==> config.mk <==
export PLATFORM = sky130hd
export DESIGN_NAME = temp_depth_line_parser
export DESIGN_NICKNAME = d
export VERILOG_FILES = /design/src/rtl/core/tdlp_pkg.sv /design/src/rtl/core/temp_depth_line_parser.sv
export SDC_FILE = /design/constraint.sdc
export NUM_CORES = 1
export LEC_CHECK = 0
export BUFFER_PORTS_ARGS = -buffer_cell sky130_fd_sc_hd__buf_2
export CAP_MARGIN = 20
export CORE_MARGIN = 3
export CORE_UTILIZATION = 35
export CTS_CLUSTER_SIZE = 25
export DETAILED_ROUTE_END_ITERATION = 10
export HOLD_SLACK_MARGIN = 0.15
export SLEW_MARGIN = 20
export SYNTH_ARGS = -nofsm -noshare
export SYNTH_HDL_FRONTEND = slang
export SYNTH_SLANG_ARGS = --single-unit
==> constraint.sdc <==
create_clock -name clock -period 4.1 [get_ports clock]
set_input_delay 0.82 -clock clock [delete_from_list [all_inputs] [get_ports clock]]
set_output_delay 0.82 -clock clock [all_outputs]
set_load 0.01 [all_outputs]
==> src/rtl/core/tdlp_pkg.sv <==
`default_nettype none

package tdlp_pkg;

   localparam int MAX_LINE   = 20;
   localparam int LINE_LEN_W = $clog2(MAX_LINE + 1);

   localparam int TEMP_W  = 14;
   localparam int DEPTH_W = 18;
   localparam int ACC_W   = 17;

   localparam logic [7:0] CHAR_CR    = 8'h0D;
   localparam logic [7:0] CHAR_T     = 8'h54;
   localparam logic [7:0] CHAR_D     = 8'h44;
   localparam logic [7:0] CHAR_EQ    = 8'h3D;
   localparam logic [7:0] CHAR_DOT   = 8'h2E;
   localparam logic [7:0] CHAR_MINUS = 8'h2D;
   localparam logic [7:0] CHAR_ZERO  = 8'h30;
   localparam logic [7:0] CHAR_NINE  = 8'h39;

   typedef enum logic [1:0] {
      FLD_NONE = 2'd0,
      FLD_T    = 2'd1,
      FLD_D    = 2'd2
   } field_type;

   typedef enum logic [2:0] {
      PH_IDLE       = 3'd0,
      PH_EQ         = 3'd1,
      PH_SIGN       = 3'd2,
      PH_AFTER_SIGN = 3'd3,
      PH_INT        = 3'd4,
      PH_FRAC       = 3'd5,
      PH_DONE       = 3'd6,
      PH_BAD        = 3'd7
   } phase_type;

endpackage

`default_nettype wire

==> src/rtl/core/temp_depth_line_parser.sv <==
`default_nettype none

// Channel  Dir  Ports                                        Beat
// req      in   req_valid, req_ready, req_rx_byte            one ASCII character
// rsp      out  rsp_valid, rsp_ready, rsp_temperature_centi,  one result per CR
//               rsp_depth_centi, rsp_temp_updated, rsp_depth_updated
//
// One character per cycle while req_ready is high: each beat is parsed by
// combinational logic in front of the line state and the result register.
// A CR beat loads the result register; it shows on rsp the next cycle.
// req_ready drops only while a result waits and rsp_ready is low.
// Synchronous reset clears the line state, both value stores and rsp_valid.

module temp_depth_line_parser
   import tdlp_pkg::*;
(
   input  wire logic                      clock,
   input  wire logic                      reset,
   input  wire logic                      req_valid,
   output logic                           req_ready,
   input  wire logic [7:0]                req_rx_byte,
   output logic                           rsp_valid,
   input  wire logic                      rsp_ready,
   output logic        [TEMP_W-1:0]       rsp_temperature_centi,
   output logic signed [DEPTH_W-1:0]      rsp_depth_centi,
   output logic                           rsp_temp_updated,
   output logic                           rsp_depth_updated
);

   field_type                field_ff, field_in;
   phase_type                phase_ff, phase_in;
   logic                     neg_ff, neg_in;
   logic [1:0]               int_cnt_ff, int_cnt_in;
   logic [1:0]               frac_cnt_ff, frac_cnt_in;
   logic [ACC_W-1:0]         acc_ff, acc_in;
   logic [LINE_LEN_W-1:0]    line_len_ff, line_len_in;
   logic [1:0]               ok_ff, ok_in;
   logic [TEMP_W-1:0]        temp_store_ff, temp_store_in;
   logic [DEPTH_W-1:0]       depth_store_ff, depth_store_in;
   logic [TEMP_W-1:0]        pend_temp_ff, pend_temp_in;
   logic [DEPTH_W-1:0]       pend_depth_ff, pend_depth_in;
   logic                     rsp_valid_ff, rsp_valid_in;
   logic [1:0]               rsp_flags_ff, rsp_flags_in;

   logic                     accept;
   logic                     is_digit, is_cr, is_t, is_d;
   logic [3:0]               digit_val;
   logic                     do_close;
   logic [1:0]               int_limit;
   logic [20:0]              acc_mac;
   logic [DEPTH_W-1:0]       acc_ext;
   logic [1:0]               ok_closed;

   assign req_ready = !rsp_valid_ff || rsp_ready;
   assign accept    = req_valid && req_ready;

   assign is_digit  = (req_rx_byte >= CHAR_ZERO) && (req_rx_byte <= CHAR_NINE);
   assign digit_val = is_digit ? req_rx_byte[3:0] : 4'd0;
   assign is_cr     = (req_rx_byte == CHAR_CR);
   assign is_t      = (req_rx_byte == CHAR_T);
   assign is_d      = (req_rx_byte == CHAR_D);

   // a complete field ends on any non-digit (CR, T and D included)
   assign do_close  = (phase_ff == PH_DONE) && !is_digit;
   assign int_limit = (field_ff == FLD_D && !neg_ff) ? 2'd3 : 2'd2;
   assign acc_mac   = 21'(acc_ff) * 21'd10 + 21'(digit_val);
   assign acc_ext   = {1'b0, acc_ff};

   always_comb begin
      ok_closed = ok_ff;
      if (do_close && field_ff == FLD_T) begin
         ok_closed[0] = 1'b1;
      end
      if (do_close && field_ff == FLD_D) begin
         ok_closed[1] = 1'b1;
      end
   end

   // next state of the field parser
   always_comb begin
      field_in = field_ff;
      phase_in = phase_ff;
      if (accept) begin
         if (is_cr) begin
            field_in = FLD_NONE;
            phase_in = PH_IDLE;
         end else if (is_t || is_d) begin
            field_in = is_t ? FLD_T : FLD_D;
            phase_in = PH_EQ;
         end else begin
            unique case (phase_ff)
               PH_IDLE: begin
               end
               PH_EQ: begin
                  phase_in = (req_rx_byte == CHAR_EQ) ? PH_SIGN : PH_BAD;
               end
               PH_SIGN, PH_AFTER_SIGN: begin
                  if (is_digit) begin
                     phase_in = PH_INT;
                  end else if (phase_ff == PH_SIGN && field_ff == FLD_D &&
                               req_rx_byte == CHAR_MINUS) begin
                     phase_in = PH_AFTER_SIGN;
                  end else begin
                     phase_in = PH_BAD;
                  end
               end
               PH_INT: begin
                  if (is_digit && int_cnt_ff < int_limit) begin
                     phase_in = PH_INT;
                  end else if (req_rx_byte == CHAR_DOT) begin
                     phase_in = PH_FRAC;
                  end else begin
                     phase_in = PH_BAD;
                  end
               end
               PH_FRAC: begin
                  if (!is_digit) begin
                     phase_in = PH_BAD;
                  end else if (frac_cnt_ff != 2'd0) begin
                     phase_in = PH_DONE;
                  end
               end
               PH_DONE: begin
                  if (is_digit) begin
                     phase_in = PH_BAD;
                  end else begin
                     field_in = FLD_NONE;
                     phase_in = PH_IDLE;
                  end
               end
               PH_BAD: begin
               end
            endcase
         end
      end
   end

   // datapath, line bookkeeping and result
   always_comb begin
      neg_in         = neg_ff;
      int_cnt_in     = int_cnt_ff;
      frac_cnt_in    = frac_cnt_ff;
      acc_in         = acc_ff;
      line_len_in    = line_len_ff;
      ok_in          = ok_ff;
      temp_store_in  = temp_store_ff;
      depth_store_in = depth_store_ff;
      pend_temp_in   = pend_temp_ff;
      pend_depth_in  = pend_depth_ff;
      rsp_valid_in   = rsp_valid_ff && !rsp_ready;
      rsp_flags_in   = rsp_flags_ff;

      if (accept) begin
         if (do_close && field_ff == FLD_T) begin
            pend_temp_in = acc_ff[TEMP_W-1:0];
         end
         if (do_close && field_ff == FLD_D) begin
            pend_depth_in = neg_ff ? -acc_ext : acc_ext;
         end

         if (is_cr) begin
            if (line_len_ff >= LINE_LEN_W'(MAX_LINE)) begin
               rsp_flags_in = 2'b00;
            end else begin
               rsp_flags_in = ok_closed;
            end
            if (rsp_flags_in[0]) begin
               temp_store_in = pend_temp_in;
            end
            if (rsp_flags_in[1]) begin
               depth_store_in = pend_depth_in;
            end
            rsp_valid_in = 1'b1;
            neg_in       = 1'b0;
            int_cnt_in   = 2'd0;
            frac_cnt_in  = 2'd0;
            acc_in       = '0;
            line_len_in  = '0;
            ok_in        = 2'b00;
         end else begin
            if (line_len_ff < LINE_LEN_W'(MAX_LINE)) begin
               line_len_in = line_len_ff + LINE_LEN_W'(1);
            end
            if (is_t || is_d) begin
               ok_in       = ok_closed & (is_t ? 2'b10 : 2'b01);
               neg_in      = 1'b0;
               int_cnt_in  = 2'd0;
               frac_cnt_in = 2'd0;
               acc_in      = '0;
            end else begin
               ok_in = ok_closed;
               case (phase_ff)
                  PH_SIGN, PH_AFTER_SIGN: begin
                     if (is_digit) begin
                        acc_in     = ACC_W'(digit_val);
                        int_cnt_in = 2'd1;
                     end else if (phase_ff == PH_SIGN && field_ff == FLD_D &&
                                  req_rx_byte == CHAR_MINUS) begin
                        neg_in = 1'b1;
                     end
                  end
                  PH_INT: begin
                     if (is_digit && int_cnt_ff < int_limit) begin
                        acc_in     = acc_mac[ACC_W-1:0];
                        int_cnt_in = int_cnt_ff + 2'd1;
                     end
                  end
                  PH_FRAC: begin
                     if (is_digit) begin
                        acc_in      = acc_mac[ACC_W-1:0];
                        frac_cnt_in = frac_cnt_ff + 2'd1;
                     end
                  end
                  default: begin
                  end
               endcase
            end
         end
      end
   end

   always_ff @(posedge clock) begin
      if (reset) begin
         field_ff       <= FLD_NONE;
         phase_ff       <= PH_IDLE;
         neg_ff         <= 1'b0;
         int_cnt_ff     <= 2'd0;
         frac_cnt_ff    <= 2'd0;
         acc_ff         <= '0;
         line_len_ff    <= '0;
         ok_ff          <= 2'b00;
         temp_store_ff  <= '0;
         depth_store_ff <= '0;
         pend_temp_ff   <= '0;
         pend_depth_ff  <= '0;
         rsp_valid_ff   <= 1'b0;
      end else begin
         field_ff       <= field_in;
         phase_ff       <= phase_in;
         neg_ff         <= neg_in;
         int_cnt_ff     <= int_cnt_in;
         frac_cnt_ff    <= frac_cnt_in;
         acc_ff         <= acc_in;
         line_len_ff    <= line_len_in;
         ok_ff          <= ok_in;
         temp_store_ff  <= temp_store_in;
         depth_store_ff <= depth_store_in;
         pend_temp_ff   <= pend_temp_in;
         pend_depth_ff  <= pend_depth_in;
         rsp_valid_ff   <= rsp_valid_in;
      end
   end

   always_ff @(posedge clock) begin
      rsp_flags_ff <= rsp_flags_in;
   end

   // stores only move on a CR beat, which also reloads the result
   assign rsp_valid             = rsp_valid_ff;
   assign rsp_temperature_centi = temp_store_ff;
   assign rsp_depth_centi       = depth_store_ff;
   assign rsp_temp_updated      = rsp_flags_ff[0];
   assign rsp_depth_updated     = rsp_flags_ff[1];

   a_cr_gives_rsp: assert property (@(posedge clock) disable iff (reset)
      accept && is_cr |=> rsp_valid_ff)
      else $error("CR beat did not load a result");

   a_stores_hold: assert property (@(posedge clock) disable iff (reset)
      !(accept && is_cr) |=> $stable(temp_store_ff) && $stable(depth_store_ff))
      else $error("value store changed without a CR beat");

   a_idle_no_field: assert property (@(posedge clock) disable iff (reset)
      (field_ff == FLD_NONE) == (phase_ff == PH_IDLE))
      else $error("field and phase out of step");

   a_done_two_frac: assert property (@(posedge clock) disable iff (reset)
      phase_ff == PH_DONE |-> frac_cnt_ff == 2'd2)
      else $error("field complete without two fraction digits");

   a_len_sat: assert property (@(posedge clock) disable iff (reset)
      line_len_ff <= LINE_LEN_W'(MAX_LINE))
      else $error("line length past saturation");

endmodule

`default_nettype wire
==> flow_summary.json, run 1 <==
{
  "wirelength_met1_um": 7480,
  "antenna_found_initial": 0,
  "fin_tns_setup_ns": 0,
  "viasPerCell": 5.26,
  "mostFrequentLayoutCells": "dfxtp_1 (99), nand2_1 (94), nor2_1 (89)",
  "numCtsBuffers": 9,
  "power_mw": 1.99,
  "clk_pin_slew_worst_paths_ns": 0.07,
  "place_congestion": 0.846,
  "yosysUniqueCellTypes": 64,
  "power.density_mw_per_mm2": 301,
  "avgSynthCellArea_um2": 8.04,
  "slew_headroom_pct": 32.3,
  "critPathCaptureType": "register",
  "final_common_cell": "dfxtp_1",
  "cts-resized-gates": 0,
  "dp_hpwl_um": 10300,
  "r2r-start": "acc_ff[1]",
  "cts_root_buffer": "clkbuf_16",
  "cp_data_arrival_time_ns": 3.59,
  "die_w_um": 136,
  "synth.cell_area_mm2": 0.00588,
  "holdWs_ns": 0.448,
  "post-route-util_pct": 40.9,
  "synth_edf_count": 2,
  "wl_met2_um": 6090,
  "critical_path.startpoint": "acc_ff[1]",
  "slew_viol_final": 0,
  "die_h_um": 136,
  "route.top_layer_used": "met4",
  "clock_latency_ns": 0.35,
  "yosys_most_used_dff": "dfxtp_1",
  "endpoint": "acc_ff[15]",
  "critical_path_required_ns": 4.39,
  "seq_area_frac_synth_pct": 34.7,
  "io_pins": 48,
  "antenna_cells": 0,
  "finalNetCount": 808,
  "floorplan.core_area_mm2": 0.0162,
  "area_growth_pct": 12.5,
  "rows": 46,
  "irDropWorstVdd_mv": 0.224,
  "pre_cts_slack_ns": 0.812,
  "syn_nets": 777,
  "die_area_mm2": 0.0184,
  "rr_endpoint": "acc_ff[15]",
  "firstDrtPassIters": 4,
  "initial_core_util_pct": 36.4,
  "tightest_slew_ns": 1.02,
  "drt-total-wl_um": 14400,
  "synth_area_leader_cell": "dfxtp_1",
  "hold_violations": 0,
  "p_leak_nw": 2.66,
  "reg2regPathDepth": 10,
  "synthCells": 731,
  "fmax_ghz": 0.302,
  "critPathLaunchType": "register",
  "route.met3.wl_um": 504,
  "drtAntennaViolNets": 0,
  "yosys_warnings": 0,
  "crit_type": "register to register",
  "worstHoldPathType": "register to register",
  "cts_tree": "done",
  "cts_setup_buffers": 0,
  "drtIter0Drc": 363,
  "rsz0062_at_grt": "no",
  "grt_pass1_vias": 4850,
  "track_usage_pct": 16.2,
  "grt_pass1_wl_um": 24500,
  "drive_gt1_share_pct": 12.4,
  "wl_per_cell_um": 14.7,
  "fin_crit_sh_pct": 80.6,
  "setup_ws_ns": 0.794,
  "ys_ff_latch": 101,
  "num_vias": 5168,
  "clockBufferDepth": 2,
  "ctsHtreeMaxLevel": 3,
  "critPathMaxFanout": 9,
  "setup_viol": 0,
  "r2r_slack_ns": 0.79,
  "maxCapViolCount": 0,
  "numPortBuffers": 47,
  "cts_sinks": 101,
  "grt_max_degree": 53,
  "finalClockSkew_ns": 0.0125,
  "synth_area_leaders": "dfxtp_1 (34%), ha_1 (6.8%), a21oi_1 (6.7%)",
  "synth_top_area_share_pct": 33.7,
  "async_reset_ff_share_pct": 0,
  "min_period_ns": 3.31,
  "drc": 0,
  "hold_buffers": 0,
  "status": "finished clean",
  "grt_remaining_overflow": 0
}
cell type report:
| class | instances | area (µm²) |
|---|---|---|
| fill | 1665 | 9560 |
| multi-input combinational | 577 | 3630 |
| sequential | 101 | 2040 |
| timing repair buffer | 60 | 333 |
| tap | 216 | 270 |
| clock buffer | 10 | 229 |
| clock inverter | 5 | 60.1 |
| inverter | 13 | 48.8 |
flip-flops by register name, indices dropped and copies added, names as in the netlist:
name                   flops
acc_ff                    17
field_ff                   2
frac_cnt_ff                2
int_cnt_ff                 2
line_len_ff                5
neg_ff                     1
ok_ff                      2
pend_depth_ff             18
pend_temp_ff              14
phase_ff                   3
rsp_depth_centi           18
rsp_flags_ff               2
rsp_temperature_centi     14
rsp_valid                  1
metrics by stage:
step / cell area [µm²] / instances
final: 6610 / 982
after global routing: 6610 / 982
after CTS: 6610 / 982
after detailed placement: 6320 / 967
after global placement: 6320 / 967
after floorplan: 5880 / 731
logic make-up (layout without fill, tap and decap cells):
kind of cell,after synthesis,in the layout,share of synthesized area (%)
xor gates and xnor gates,34,34,5.19
buffers and inverters,53,88,3.53
AOI/OAI and AO/OA,204,204,22.4
adders and majority gates,34,34,7.49
DFF,101,101,34.7
muxes,19,19,3.23
and+or+nand+nor,286,286,23.4
where the power goes:
part | switching, mW | internal (mW) | leakage [nW] | total, mW
logic | 0.0765 | 0.0459 | 1.70 | 0.122
registers | 0.0251 | 0.998 | 0.814 | 1.02
clock network | 0.373 | 0.473 | 0.139 | 0.846
routing by layer:
layer  GRT usage, %  up-vias
met5              0        -
met2           23.8       94
met4           6.66        0
met3           2.45       19
li1               -     2680
met1           23.7     2375
worst min path at each step:
stage                              from                   to  slack, ns  cells past startpoint
floorplan              pend_temp_ff[10]     pend_temp_ff[10]       0.44                      2
CTS                  rsp_depth_centi[3]   rsp_depth_centi[3]       0.45                      2
global placement     rsp_depth_centi[4]   rsp_depth_centi[4]       0.44                      2
finish               rsp_depth_centi[3]   rsp_depth_centi[3]       0.45                      2
global route        rsp_depth_centi[17]  rsp_depth_centi[17]       0.47                      2
detailed placement   rsp_depth_centi[3]   rsp_depth_centi[3]       0.44                      2
synth_stat cells (all sizes together), types with 7 or more instances:
cell,instances
a211oi,41
a21o,7
a21oi,79
a22oi,9
and3,9
buf,7
clkbuf,33
dfxtp,99
ha,32
inv,13
mux2i,19
nand2,95
nand2b,14
nand3,13
nand4,7
nor2,91
nor2b,10
nor3,15
nor4,7
o211ai,8
o21ai,34
xnor2,15
xor2,19
critical path: stages (launching register included):
cell and delay, ns:
dfxtp_1 0.54, ha_1 0.30, ha_1 0.26, fa_1 0.46
a21o_2 0.25, o2bb2ai_1 0.19, o31ai_2 0.26, xor2_1 0.42
nor3_2 0.12, a311o_1 0.38, nand3_1 0.07
(Power assumes the default switching activity.)
==> inputs of run 2 (changes only) <==
- clock period: 4.1 -> 3.4 ns (I/O delays scaled with it)
==> run 2 against run 1 <==
  * Utilization grew 0.66 points
  * Sequential cell count unchanged
  * Clock skew increased by 0.0011 ns
  * Non-clock buffer count increased by 11
  * Register-to-register slack lost 0.49 ns
  * Routed wire length up 1.5%
  * Design area grew 1.6%
  * Cell count grew 1.2%
  * Die area stayed put
  * Setup slack worse by 0.49 ns
  * Critical path type unchanged
  * Largest cell class unchanged
  * Largest power group unchanged
  * Highest routed layer unchanged
==> flow_summary.json, run 2 (synthesis gave the netlist of run 1 again) <==
{
  "finalNetCount": 819,
  "io_pins": 48,
  "fin_crit_sh_pct": 91.2,
  "power.density_mw_per_mm2": 362,
  "status": "finished clean",
  "drive_gt1_share_pct": 13.8,
  "area_growth_pct": 14.3,
  "fill_cells": 1634,
  "initial_core_util_pct": 36.4,
  "pre_cts_slack_ns": 0.328,
  "cp_data_arrival_time_ns": 3.33,
  "min_period_ns": 3.10,
  "crit_type": "register to register",
  "wl_met2_um": 6270,
  "mostFrequentLayoutCells": "dfxtp_1 (99), nand2_1 (94), nor2_1 (89)",
  "crit_family": "simple AND/OR/NAND/NOR gates",
  "dp_hpwl_um": 10600,
  "wirelength_met1_um": 7430,
  "cpPeakStageDelay_ns": 0.52,
  "irDropWorstVdd_mv": 0.211,
  "placed_area_mm2": 0.00642,
  "post-route-util_pct": 41.5,
  "maxCapViolCount": 0,
  "num_vias": 5265,
  "route.top_layer_used": "met4",
  "rows": 46,
  "cts_sinks": 101,
  "numPortBuffers": 47,
  "grt_remaining_overflow": 0,
  "grt_pass1_wl_um": 24400,
  "worstHoldPathType": "register to register",
  "critPathCaptureType": "register",
  "critPathLaunchType": "register",
  "crit_buf_inv": 0,
  "place_congestion": 0.838,
  "grt_max_degree": 68,
  "finalClockSkew_ns": 0.0136,
  "drtAntennaViolNets": 0,
  "cp_cell_sequence": "ha_1 -> fa_1 -> xor2_2 -> o2111ai_2 -> nor4_4 -> nand3b_2 -> nor4_4 -> a311o_1 -> nand3_1",
  "drtIter0Drc": 438,
  "firstDrtPassIters": 5,
  "hold_violations": 0,
  "clock_power_share_pct": 43.1,
  "rsz0062_at_grt": "no",
  "p_sw_mw": 0.593,
  "cts-resized-gates": 0,
  "cpMostUsedCell": "nor4_4",
  "tightest_slew_ns": 0.656,
  "setup_viol": 0,
  "p_int_mw": 1.84,
  "critical_path_required_ns": 3.63,
  "grt_pass1_vias": 4741,
  "power_mw": 2.43,
  "numCtsBuffers": 9,
  "critPathMaxFanout": 9,
  "drt-total-wl_um": 14600,
  "ctsHtreeMaxLevel": 3,
  "antenna_cells": 0,
  "p_leak_nw": 2.73,
  "cts_tree": "done",
  "setup_ws_ns": 0.300,
  "die_h_um": 136,
  "clk_pin_slew_worst_paths_ns": 0.07,
  "floorplan.core_area_mm2": 0.0162,
  "clockBufferDepth": 2,
  "fmax_ghz": 0.323,
  "antenna_found_initial": 0,
  "drc": 0,
  "clock_latency_ns": 0.35,
  "final_common_cell": "dfxtp_1",
  "wl_per_cell_um": 14.7,
  "cts_setup_buffers": 0,
  "die_w_um": 136,
  "slowest_stage": "dfxtp_1",
  "die_area_mm2": 0.0184,
  "track_usage_pct": 16.2,
  "cts_root_buffer": "clkbuf_16",
  "swShare_pct": 24.4,
  "hold_buffers": 0,
  "pwr-share-comb_pct": 6.2,
  "slew_headroom_pct": 56.2,
  "stdcell_area_mm2": 0.00672,
  "sequentialPowerShare_pct": 50.7,
  "route.met3.wl_um": 679,
  "viasPerCell": 5.30,
  "slew_viol_final": 0,
  "fin_tns_setup_ns": 0
}
run 2: cell count changes in the layout (fill, tap and decap cells not counted), sizes merged:
cell / change
buf: +11
clkinv: +1
run 2: area by class of cell:
class	instances	area [µm²]	area share (%)
clock inverters	6	71.3	1.06
flip-flops and latches	101	2040	30.4
well taps	216	270	4.02
inverters	13	48.8	0.726
clock buffers	10	229	3.41
multi-input cells	577	3630	54.0
repair buffers	71	428	6.37
run 2: power groups by stage:
| stage | registers (mW) | clock network, mW | logic (mW) |
|---|---|---|---|
| floorplan | 1.24 | 0 | 0.124 |
| global placement | 1.26 | 0 | 0.151 |
| detailed placement | 1.26 | 0 | 0.151 |
| CTS | 1.23 | 1.07 | 0.151 |
| global route | 1.24 | 1.11 | 0.173 |
| finish | 1.23 | 1.05 | 0.152 |
run 2: worst paths after layout:
kind | slack (ns) | startpoint | end | cells past startpoint
min reg2reg | 0.45 | rsp_depth_centi[1] | rsp_depth_centi[1] | 2
max reg2reg | 0.30 | acc_ff[2] | acc_ff[16] | 9
min | 0.45 | rsp_depth_centi[1] | rsp_depth_centi[1] | 2
max | 0.30 | acc_ff[2] | acc_ff[16] | 9
run 2: tightest hold or removal path, stage by stage, from the launching register on:
cell and delay (ns):
dfxtp_1 0.31, nand2_1 0.05, a21oi_1 0.05
run 2: per-stage QoR:
stage	hold slack, ns	cells
2_1_floorplan	0.436	731
4_1_cts	0.451	994
3_3_place_gp	0.438	978
5_1_grt	0.471	994
3_5_place_dp	0.443	978
6_report	0.449	994
run 2: routing by layer:
metal / vias up / track usage, %
li1: 2711 / -
met1: 2402 / 23.6
met2: 134 / 25.0
met3: 18 / 2.41
met4: 0 / 4.70
met5: - / 0
==> inputs of run 3 (changes only) <==
- ABC_AREA: default -> 1
==> run 3 against run 2 <==
  * Sequential cell count unchanged
  * Cell count rose by 24%
  * Largest cell class unchanged
  * Utilization is 1.5 points lower
  * Synthesized cell count is 33% higher
  * Register-to-register slack improved by 0.30 ns
  * Critical path type unchanged
  * Synthesized area up 8.6%
  * Combinational power grew to 3.1 times the previous value
==> flow_summary.json, run 3 <==
{
  "cpPeakStageDelay_ns": 0.52,
  "dp_hpwl_um": 12000,
  "clk_pin_slew_worst_paths_ns": 0.07,
  "synth-simple-area-share_pct": 32.0,
  "mostFrequentLayoutCells": "nand2_1 (220), inv_1 (119), nor2_1 (113)",
  "io_pins": 48,
  "firstDrtPassIters": 5,
  "fmax_ghz": 0.357,
  "hold_path_startpoint": "rsp_temperature_centi[13]",
  "tightest_slew_ns": 0.816,
  "synth_mux_area_share_pct": 0,
  "synthAdderAreaFrac_pct": 6.90,
  "drive_gt1_share_pct": 10.8,
  "stdcell_count": 1230,
  "clock_latency_ns": 0.34,
  "floorplan.core_area_mm2": 0.0176,
  "slowest_stage": "fa_1",
  "cts_sinks": 101,
  "synth-xor-area-share_pct": 2.33,
  "swShare_pct": 29.4,
  "synth_top_area_share_pct": 31.0,
  "grt_pass1_vias": 5605,
  "synth_edf_count": 2,
  "finalNetCount": 1047,
  "grt_remaining_overflow": 0,
  "place_congestion": 0.862,
  "r2r_slack_ns": 0.60,
  "status": "finished clean",
  "sequentialPowerShare_pct": 46.3,
  "hold_buffers": 0,
  "slew_viol_final": 0,
  "die_h_um": 141,
  "final_common_cell": "nand2_1",
  "holdPathEnd": "rsp_temperature_centi[13]",
  "p_leak_nw": 3.31,
  "setup_viol": 0,
  "grt_max_degree": 74,
  "rows": 48,
  "die_w_um": 141,
  "yosys_warnings": 0,
  "yosysMostFrequentCell": "nand2_1",
  "dp_cells": 1215,
  "syn_nets": 1018,
  "drtIter0Drc": 300,
  "synth_commonest_cells": "nand2_1 (220), inv_1 (119), nor2_1 (113)",
  "async_reset_ff_share_pct": 0,
  "die_area_mm2": 0.0199,
  "antenna_found_initial": 0,
  "fin_crit_sh_pct": 82.5,
  "irDropWorstVdd_mv": 0.324,
  "synth_top_family_by_area": "simple AND/OR/NAND/NOR gates",
  "fin_tns_setup_ns": 0,
  "cts_root_buffer": "clkbuf_16",
  "min_period_ns": 2.80,
  "worstHoldPathType": "register to register",
  "critPathMaxFanout": 6,
  "finalClockSkew_ns": 0.00682,
  "p_int_mw": 1.96,
  "ctsHtreeMaxLevel": 3,
  "numPortBuffers": 47,
  "synth_area_leader_cell": "dfxtp_1",
  "r2r-start": "acc_ff[1]",
  "area_growth_pct": 10.4,
  "drt-total-wl_um": 15900,
  "yosysUniqueCellTypes": 46,
  "initial_core_util_pct": 36.3,
  "p_sw_mw": 0.814,
  "maxCapViolCount": 0,
  "grt_pass1_wl_um": 27100,
  "slew_headroom_pct": 45.6,
  "clock_power_share_pct": 36.9,
  "seq_area_frac_synth_pct": 32.0,
  "crit_type": "register to register",
  "drtAntennaViolNets": 0,
  "drc": 0,
  "rr_endpoint": "acc_ff[16]",
  "pwr-share-comb_pct": 16.9,
  "synth_area_leaders": "dfxtp_1 (31%), nand2_1 (13%), inv_1 (7.0%)",
  "track_usage_pct": 16.3,
  "hold_depth": 2,
  "power.density_mw_per_mm2": 393,
  "critPathCaptureType": "register",
  "viasPerCell": 4.94,
  "cts_tree": "done",
  "hold_violations": 0,
  "clockBufferDepth": 2,
  "critPathLaunchType": "register",
  "yosys_most_used_dff": "dfxtp_1",
  "rsz0062_at_grt": "no",
  "reg2regPathDepth": 14,
  "num_vias": 6072,
  "numCtsBuffers": 9,
  "critical_path_required_ns": 3.59,
  "avgSynthCellArea_um2": 6.57,
  "synthCells": 972,
  "antenna_cells": 0,
  "cp_data_arrival_time_ns": 3.00,
  "cts-resized-gates": 0,
  "ys_ff_latch": 101,
  "cts_setup_buffers": 0,
  "wl_per_cell_um": 12.9,
  "cp_cell_sequence": "ha_1 -> ha_1 -> fa_1 -> nand2_1 -> nor2_1 -> nand2_1 -> a21oi_1 -> nand3_1 -> nor2_1 -> nand2_1 -> nor2_1 -> nand3_1 -> nand3_1 -> a21oi_1",
  "synth_compound_area_share_pct": 16.0,
  "synth.cell_area_mm2": 0.00638
}
run 3: cell count changes after synthesis, moves of 10 or more:
cell,previous run,this run
a211oi_1,40,1
nor2_1,89,113
mux2i_1,19,0
inv_1,13,119
nor2b_1,10,0
nand3_1,13,86
o21ai_0,30,76
clkbuf_1,33,18
xnor2_1,15,3
nand2b_1,14,0
nand2_1,94,220
run 3: cells by family (layout without fill, tap and decap cells):
kind of cell / Yosys count / after routing
AND/OR/NAND/NOR: 465 / 465
AO/OA/AOI/OAI: 191 / 191
buffers and inverters: 164 / 197
flip-flops: 101 / 101
adder cells (fa/ha/maj): 34 / 34
XOR/XNOR: 17 / 17
run 3: cell type report:
| type | count | area [µm²] |
|---|---|---|
| Clock buffer | 10 | 229 |
| Clock inverter | 5 | 61.3 |
| Fill cell | 1909 | 10500 |
| Inverter | 127 | 482 |
| Multi-Input combinational cell | 707 | 3660 |
| Sequential cell | 101 | 2040 |
| Tap cell | 225 | 282 |
| Timing Repair Buffer | 55 | 295 |
run 3: how the worst max path moves through the flow:
stage	start	slack, ns	endpoint
6_report	acc_ff[1]	0.60	acc_ff[16]
2_1_floorplan	req_rx_byte[7]	0.62	acc_ff[15]
3_3_place_gp	req_rx_byte[7]	0.36	acc_ff[15]
3_5_place_dp	req_rx_byte[7]	0.31	acc_ff[15]
5_1_grt	acc_ff[1]	0.21	acc_ff[16]
4_1_cts	acc_ff[1]	0.63	acc_ff[16]
run 3: critical path: cells and delay by family, from the launching register on:
| family | cells | cell delay, ns |
|---|---|---|
| adder cells (fa/ha/maj) | 3 | 1.06 |
| AND/OR/NAND/NOR | 9 | 0.92 |
| AO/OA/AOI/OAI | 2 | 0.22 |
| flip-flops | 1 | 0.47 |
run 3: power by group through the flow:
stage / clock network, mW / logic, mW / registers, mW
global route: 1.10 / 0.547 / 1.29
global placement: 0 / 0.467 / 1.31
floorplan: 0 / 0.374 / 1.29
detailed placement: 0 / 0.466 / 1.31
finish: 1.02 / 0.468 / 1.28
CTS: 1.05 / 0.469 / 1.28
run 3: metrics by stage:
stage | worst slack (ns) | hold slack [ns] | utilization [%] | total power, mW | instance area (µm²)
floorplan | 0.619 | 0.436 | - | 1.67 | 6380
global placement | 0.356 | 0.449 | 38.4 | 1.78 | 6760
detailed placement | 0.309 | 0.452 | 38.4 | 1.78 | 6760
CTS | 0.627 | 0.463 | 40.1 | 2.80 | 7050
global route | 0.207 | 0.485 | 40.1 | 2.94 | 7050
finish | 0.595 | 0.457 | 40.1 | 2.77 | 7050
run 3: routing by layer:
| layer | global-route usage, % | vias up | wire [µm] |
|---|---|---|---|
| li1 | - | 3200 | - |
| met1 | 22.8 | 2747 | 7950 |
| met2 | 26.8 | 109 | 7230 |
| met3 | 2.17 | 16 | 555 |
| met4 | 3.47 | 0 | 181 |
| met5 | 0 | - | 0 |
